[src/rtl/core/mmix_pkg.sv]
// Package for the median-filtered quad-X motor mixer core.
// Holds widths, register reset values, register indexes and the limit struct.
// No dependencies; used by the top level and by mmix_mixer.
`timescale 1ns / 1ps
`default_nettype none

package mmix_pkg;

  // Default sizes of the term windows.
  localparam int unsigned WINDOW_DEPTH_DEF = 16;
  localparam int unsigned TERM_WIDTH_DEF   = 12;

  // Fixed field widths.
  localparam int unsigned PWM_W  = 12;
  localparam int unsigned WARM_W = 5;
  localparam int unsigned CADR_W = 3;

  // Warm-up counter saturates here.
  localparam logic [WARM_W-1:0] WARMUP_SAT = 5'd31;

  // Register reset values.
  localparam logic [PWM_W-1:0]  LIFT_MIN_RST  = 12'd1000;
  localparam logic [PWM_W-1:0]  LIFT_MAX_RST  = 12'd1800;
  localparam logic [PWM_W-1:0]  MOTOR_MIN_RST = 12'd1000;
  localparam logic [PWM_W-1:0]  MOTOR_MAX_RST = 12'd1999;
  localparam logic [PWM_W-1:0]  IDLE_PWM_RST  = 12'd1000;
  localparam logic [PWM_W-1:0]  KILL_THR_RST  = 12'd1500;
  localparam logic [WARM_W-1:0] WARMUP_RST    = 5'd16;

  // Configuration register indexes.
  typedef enum logic [CADR_W-1:0] {
    CFG_LIFT_MIN  = 3'd0,
    CFG_LIFT_MAX  = 3'd1,
    CFG_MOTOR_MIN = 3'd2,
    CFG_MOTOR_MAX = 3'd3,
    CFG_IDLE_PWM  = 3'd4,
    CFG_KILL_THR  = 3'd5,
    CFG_WARMUP    = 3'd6
  } cfg_idx_e;

  // Motor clamp limits handed to the mixer.
  typedef struct packed {
    logic [PWM_W-1:0] lo;
    logic [PWM_W-1:0] hi;
  } motor_lim_t;

endpackage : mmix_pkg

`default_nettype wire

[src/rtl/core/mmix_mixer.sv]
// Quad-X mixer: sums lift and medians in half units, halves toward zero
// and clamps each motor value. Uses mmix_pkg for widths and the limit struct.
`timescale 1ns / 1ps
`default_nettype none

module mmix_mixer #(
  parameter int unsigned WIDTH = 12
) (
  input  wire logic signed [WIDTH:0]         roll_x2_i,
  input  wire logic signed [WIDTH:0]         pitch_x2_i,
  input  wire logic signed [WIDTH:0]         yaw_x2_i,
  input  wire logic [mmix_pkg::PWM_W-1:0]    lift_i,
  input  wire mmix_pkg::motor_lim_t          lim_i,
  output logic [mmix_pkg::PWM_W-1:0]         front_left_o,
  output logic [mmix_pkg::PWM_W-1:0]         front_right_o,
  output logic [mmix_pkg::PWM_W-1:0]         back_left_o,
  output logic [mmix_pkg::PWM_W-1:0]         back_right_o
);

  localparam int unsigned PW = mmix_pkg::PWM_W;
  // Wide enough for twice the lift plus three medians in half units.
  localparam int unsigned SW = ((WIDTH + 1 > PW + 2) ? WIDTH + 1 : PW + 2) + 3;

  logic signed [SW-1:0] l2, r, p, y;
  logic signed [SW-1:0] lo, hi;

  assign l2 = $signed({{(SW-PW-1){1'b0}}, lift_i, 1'b0});
  assign r  = SW'(roll_x2_i);
  assign p  = SW'(pitch_x2_i);
  assign y  = SW'(yaw_x2_i);
  assign lo = $signed({{(SW-PW){1'b0}}, lim_i.lo});
  assign hi = $signed({{(SW-PW){1'b0}}, lim_i.hi});

  // Halve toward zero, then clamp; when limits cross, values below the lower limit take it and all others the upper.
  function automatic logic [PW-1:0] motor_val(input logic signed [SW-1:0] s,
                                              input logic signed [SW-1:0] lim_lo,
                                              input logic signed [SW-1:0] lim_hi);
    logic signed [SW-1:0] adj;
    logic signed [SW-1:0] v;
    adj = s + SW'({1'b0, s[SW-1]});
    v   = adj >>> 1;
    if (v < lim_lo)      motor_val = lim_lo[PW-1:0];
    else if (v > lim_hi) motor_val = lim_hi[PW-1:0];
    else                 motor_val = v[PW-1:0];
  endfunction

  assign front_left_o  = motor_val(l2 + r - p - y, lo, hi);
  assign front_right_o = motor_val(l2 - r - p + y, lo, hi);
  assign back_left_o   = motor_val(l2 + r + p + y, lo, hi);
  assign back_right_o  = motor_val(l2 - r + p - y, lo, hi);

endmodule : mmix_mixer

`default_nettype wire
[config.mk]
export PLATFORM = sky130hd
export DESIGN_NAME = mmix_mixer
export DESIGN_NICKNAME = d
export VERILOG_FILES = /design/src/rtl/core/mmix_pkg.sv /design/src/rtl/core/mmix_mixer.sv
export SDC_FILE = /design/constraint.sdc
export NUM_CORES = 1
export LEC_CHECK = 0
export BUFFER_PORTS_ARGS = -buffer_cell sky130_fd_sc_hd__buf_2
export CORE_ASPECT_RATIO = 0.6
export CORE_MARGIN = 1
export CORE_UTILIZATION = 45
export DETAILED_ROUTE_END_ITERATION = 10
export PLACE_DENSITY = 0.67
export SLEW_MARGIN = 15
export SYNTH_ARGS = -nofsm -noshare
export SYNTH_HDL_FRONTEND = slang
export SYNTH_SLANG_ARGS = --single-unit
[constraint.sdc]
create_clock -name vclk -period 11.46
set_input_delay 2.292 -clock vclk [all_inputs]
set_output_delay 2.292 -clock vclk [all_outputs]
set_load 0.1 [all_outputs]
## After elaboration in Yosys (flattened, before gate mapping)

Cells that the tools add are included.

| storage, ports and cells | value |
|---|---|
| register bits after elaboration | 0 |
| input port bits | 75 |
| logic and storage cells | 30 |

| operators by class | value |
|---|---|
| add/subtract/negate cells | 14 |
| order comparisons | 8 |
| multiplexer cells | 8 |

Operators by type and width:

| operator | number |
|---|---|
| $mux 12 | 8 |
| $add 17x1->17 | 4 |
| $gt 16x13->1 | 4 |
| $lt 16x13->1 | 4 |
| $add 16x13->17 | 2 |
| $sub 16x13->17 | 2 |
| $add 15x13->16 | 2 |
| $sub 15x13->16 | 2 |
| $add 14x13->15 | 1 |
| $sub 14x13->15 | 1 |

## Depth between registers and ports, before layout

| logic depth | value |
|---|---|
| depth in word-level cells | 7 |
| depth in mapped cells | 41 |
| depth with buffers taken out | 39 |

## Least setup slack after synthesis

Ideal clock, no wire load.

| path | value |
|---|---|
| path kind | input port to output port |
| start point | input roll_x2_i[1] |
| end point | output front_right_o[10] in the netlist's numbering |
| arrival time | 11.117 ns |
| setup slack | -1.949 ns |
| stages | 39 |
| buffers on the path | 3 |
| cells stage by stage | inv_1 -> ha_1 -> nor2b_1 -> o21ai_0 -> a21boi_0 -> o21ai_0 -> a21boi_0 -> o21ai_0 -> a21oi_1 -> o21ai_0 -> a211o_1 -> or4b_2 -> and3_1 -> fa_1 -> ha_1 -> buf_2 -> a21o_1 -> a2111oi_1 -> [... 3 more ...] -> and2_1 -> ha_1 -> nand2_1 -> inv_1 -> nand3_1 -> xnor2_1 -> ha_1 -> a211oi_1 -> o21ai_0 -> a31oi_1 -> o21ai_0 -> a21oi_1 -> o21ai_0 -> or3_1 -> a221oi_1 -> o21ai_1 -> buf_2 -> mux2i_1 |

| between the ends | value |
|---|---|
| word-level cells in the longest chain between the ends | 7 |
| elaborated cells on any way between the ends | 8 |
| classes of those cells | add/sub (4); order compare (2); mux (2) |

RTL lines:

| element | line | source |
|---|---|---|
| start, declared | mmix_mixer.sv:9 | `input wire logic signed [WIDTH:0] roll_x2_i,` |
| $sub 14x13->15 * | mmix_mixer.sv:48 | `assign front_right_o = motor_val(l2 - r - p + y, lo, hi);` |
| $sub 15x13->16 * | mmix_mixer.sv:48 |  |
| $add 16x13->17 * | mmix_mixer.sv:48 |  |
| $add 17x1->17 * | mmix_mixer.sv:40 | `adj = s + SW'({1'b0, s[SW-1]});` |
| $gt 16x13->1 | mmix_mixer.sv:43 | `else if (v > lim_hi) motor_val = lim_hi[PW-1:0];` |
| $mux 12 | mmix_mixer.sv:43 |  |
| $mux 12 * | mmix_mixer.sv:42 | `if (v < lim_lo) motor_val = lim_lo[PW-1:0];` |
| end, declared | mmix_mixer.sv:15 | `output logic [mmix_pkg::PWM_W-1:0] front_right_o,` |

Mark *: on every way between the ends. The rest lies on a longest branch, timed or not.

## Final worst setup path

| path | value |
|---|---|
| start point | input roll_x2_i[1] |
| end point | output back_right_o[1] in the netlist's numbering |

| between the ends | value |
|---|---|
| word-level cells in the longest chain between the ends | 7 |
| elaborated cells on any way between the ends | 8 |
| classes of those cells | add/sub (4); order compare (2); mux (2) |

RTL lines:

| element | line | source |
|---|---|---|
| $sub 14x13->15 * | mmix_mixer.sv:50 | `assign back_right_o = motor_val(l2 - r + p - y, lo, hi);` |
| $add 15x13->16 * | mmix_mixer.sv:50 |  |
| $sub 16x13->17 * | mmix_mixer.sv:50 |  |
| $add 17x1->17 * | mmix_mixer.sv:40 |  |
| $gt 16x13->1 | mmix_mixer.sv:43 |  |
| $mux 12 | mmix_mixer.sv:43 |  |
| $mux 12 * | mmix_mixer.sv:42 |  |
| end, declared | mmix_mixer.sv:17 | `output logic [mmix_pkg::PWM_W-1:0] back_right_o` |

Marked as above.

==> impl_metrics.env <==
export IMPL_wl_per_cell_um=20.1
export IMPL_tns_ps=-13320
export IMPL_globalRouteOverflowTotal=0
export IMPL_num_vias=11590
export IMPL_cpMaxStageDelayCell="or4_4"
export IMPL_synth_top_cell_by_area="ha_1"
export IMPL_antenna_found_initial=0
export IMPL_worst_pin_slew_ps=783
export IMPL_min_period_over_period_pct=103
export IMPL_ant_nets=0
export IMPL_grt_max_degree=12
export IMPL_dieArea_um2=23500
export IMPL_nFlopsAndLatches=0
export IMPL_core_area_um2=22200
export IMPL_multi_input_area_um2=11100
export IMPL_rows=42
export IMPL_rsz0062_at_grt="true"
export IMPL_synth_yosys_seq_area_share_pct=0
export IMPL_cp_arrival_ps=9560
export IMPL_slew_headroom_pct=47.5
export IMPL_synth_area_um2=10300
export IMPL_die_w_um=197
export IMPL_synth_top_area_share_pct=22.2
export IMPL_timing_fmax_ghz=0.0844
export IMPL_seq_area_um2=0
export IMPL_synth_area_leaders="ha_1, fa_1, mux2i_1"
export IMPL_status="finished with violations"
export IMPL_synth_common_cells="ha_1, inv_1, a21oi_1"
export IMPL_cp_end_kind="output port"
export IMPL_syn_instance_count=1304
export IMPL_ys_types=85
export IMPL_wl_mm=39.5
export IMPL_yosysWarningCount=0
export IMPL_synth_fp_nets=1624
export IMPL_clockBufferCount=0
export IMPL_gp_congestion=0.957
export IMPL_drc=0
export IMPL_hpwlAfterDp_mm=32.2
export IMPL_min_path_type="in -> out"
export IMPL_grt_pass1_vias=10935
export IMPL_dpl_instance_area_um2=14000
export IMPL_worst_setup_path_type="in -> out"
export IMPL_slowest_delay_ps=550
export IMPL_drv_slew=0
export IMPL_cp_max_fo=5
export IMPL_finalWorstSetupSlack_ps=-394
export IMPL_drt_iter0_drc=1071
export IMPL_cap_violations=0
export IMPL_hold_depth=3
export IMPL_antenna_cells=0
export IMPL_fillCellCount=1735
export IMPL_setup_viol=48
export IMPL_area_growth_pct=51.4
export IMPL_syn_avg_cell_area_um2=7.88
export IMPL_start_kind="input pin"
export IMPL_drtPass1Iterations=5
export IMPL_fin_nets=1983
export IMPL_final_cell_area_um2=15600
export IMPL_failed_checks="setup timing"
export IMPL_track_usage_pct=31.5
export IMPL_drive_gt1_share_pct=37.9
export IMPL_start_util_pct=46.2
export IMPL_portBuffers=123
export IMPL_pin_count=123
export IMPL_min_period_ps=11850
export IMPL_finalHoldViolations=0
export IMPL_min_delay_start="lim_i[18]"
export IMPL_die_h_um=119
export IMPL_synthMostInstantiatedCell="ha_1"
export IMPL_cp_required_ps=9170
export IMPL_drt_vias_per_instance=5.89
export IMPL_grt_pass1_wl_mm=58.5
export IMPL_hold_end="back_left_o[6]"
cell families after synthesis:
family          Yosys count  synth area share, %
simple gates            333                 17.2
buf+inv                 203                 7.84
xor+xnor                116                 10.1
fa+ha+maj               249                 34.8
mux                      77                 7.61
compound gates          326                 22.5
critical path, delay by kind of cell:
family,cells,cell delay [ps]
buffers and inverters,11,1320
and+or+nand+nor,6,1400
adders and majority gates,5,1540
xor gates and xnor gates,2,380
muxes,2,370
AOI/OAI and AO/OA,13,2230
routing by layer:
| metal | share of wire, % | GRT usage [%] | vias to the layer above |
|---|---|---|---|
| met5 | 0 | 0 | - |
| li1 | - | - | 5366 |
| met1 | 46 | 49.3 | 5624 |
| met4 | 1.3 | 2.18 | 0 |
| met2 | 42 | 46.1 | 543 |
| met3 | 10 | 5.18 | 57 |
metrics by stage:
| step | hold WS (ps) | setup slack (ps) | std cells | utilization [%] |
|---|---|---|---|---|
| 3_5_place_dp | 5010 | -838 | 1926 | 63.0 |
| 2_1_floorplan | 4960 | -296 | 1304 | - |
| 6_report | 5010 | -394 | 1969 | 70.0 |
| 5_1_grt | 5020 | -702 | 1969 | 70.0 |
| 4_1_cts | 5010 | -431 | 1948 | 66.3 |
| 3_3_place_gp | 5000 | -761 | 1926 | 63.0 |
worst max-delay path by stage:
stage	startpoint	endpoint	slack, ps	depth (start not counted)
floorplan	roll_x2_i[1]	front_right_o[10]	-300	39
global placement	roll_x2_i[2]	front_right_o[2]	-760	37
detailed placement	roll_x2_i[2]	front_right_o[2]	-840	37
CTS	roll_x2_i[1]	front_right_o[2]	-430	39
global route	roll_x2_i[1]	front_right_o[2]	-700	42
finish	roll_x2_i[1]	back_right_o[1]	-390	39
cell usage in the layout (no fill, tap or decap), types with 7 or more instances in the layout:
cell type  Yosys  routed
xor2_1        52      47
a21oi_1       75      50
buf_4          1     238
o211ai_1      12      12
nand3b_1       8       8
mux2i_4        0      39
o21ai_0       53      28
a211oi_1      18      16
ha_1         182     160
o21ai_2        2      12
ha_4           0      17
nand3_1       27      24
nor2_1        60      54
a221o_2        0       8
buf_12         0      54
a21oi_2        2      24
nand2_1       70      64
o21a_1        12      11
xnor2_2        0       8
buf_6          4      16
nand2b_1      32      29
a21o_1        45      45
xnor2_1       63      53
fa_1          63      57
nand4_1       18      18
mux2i_1       68      14
and3_1        12      10
inv_1        175     167
nor3_1        30      25
mux2i_2        0      15
o21ai_1        4      17
o21bai_1      11       8
a31oi_1       10       7
buf_2          8      73
nor2b_1       28      25
final cells by class:
cell class / instances / area share (%)
multi-input combinational: 1102 / 71.0
inverter: 176 / 4.31
timing repair buffer: 383 / 22.2
tap: 308 / 2.48
what timing repair did:
item | in CTS | in global routing
gates resized for setup | 130 | 125
pin swaps | 63 | 59
hold buffers | 0 | 0
cloned | 4 | 2
setup endpoints to repair | 48 | 48
buffers inserted | 18 | 21
Power is not shown: default switching activity piles up to over one toggle a cycle in this logic, so the estimate is an artifact.
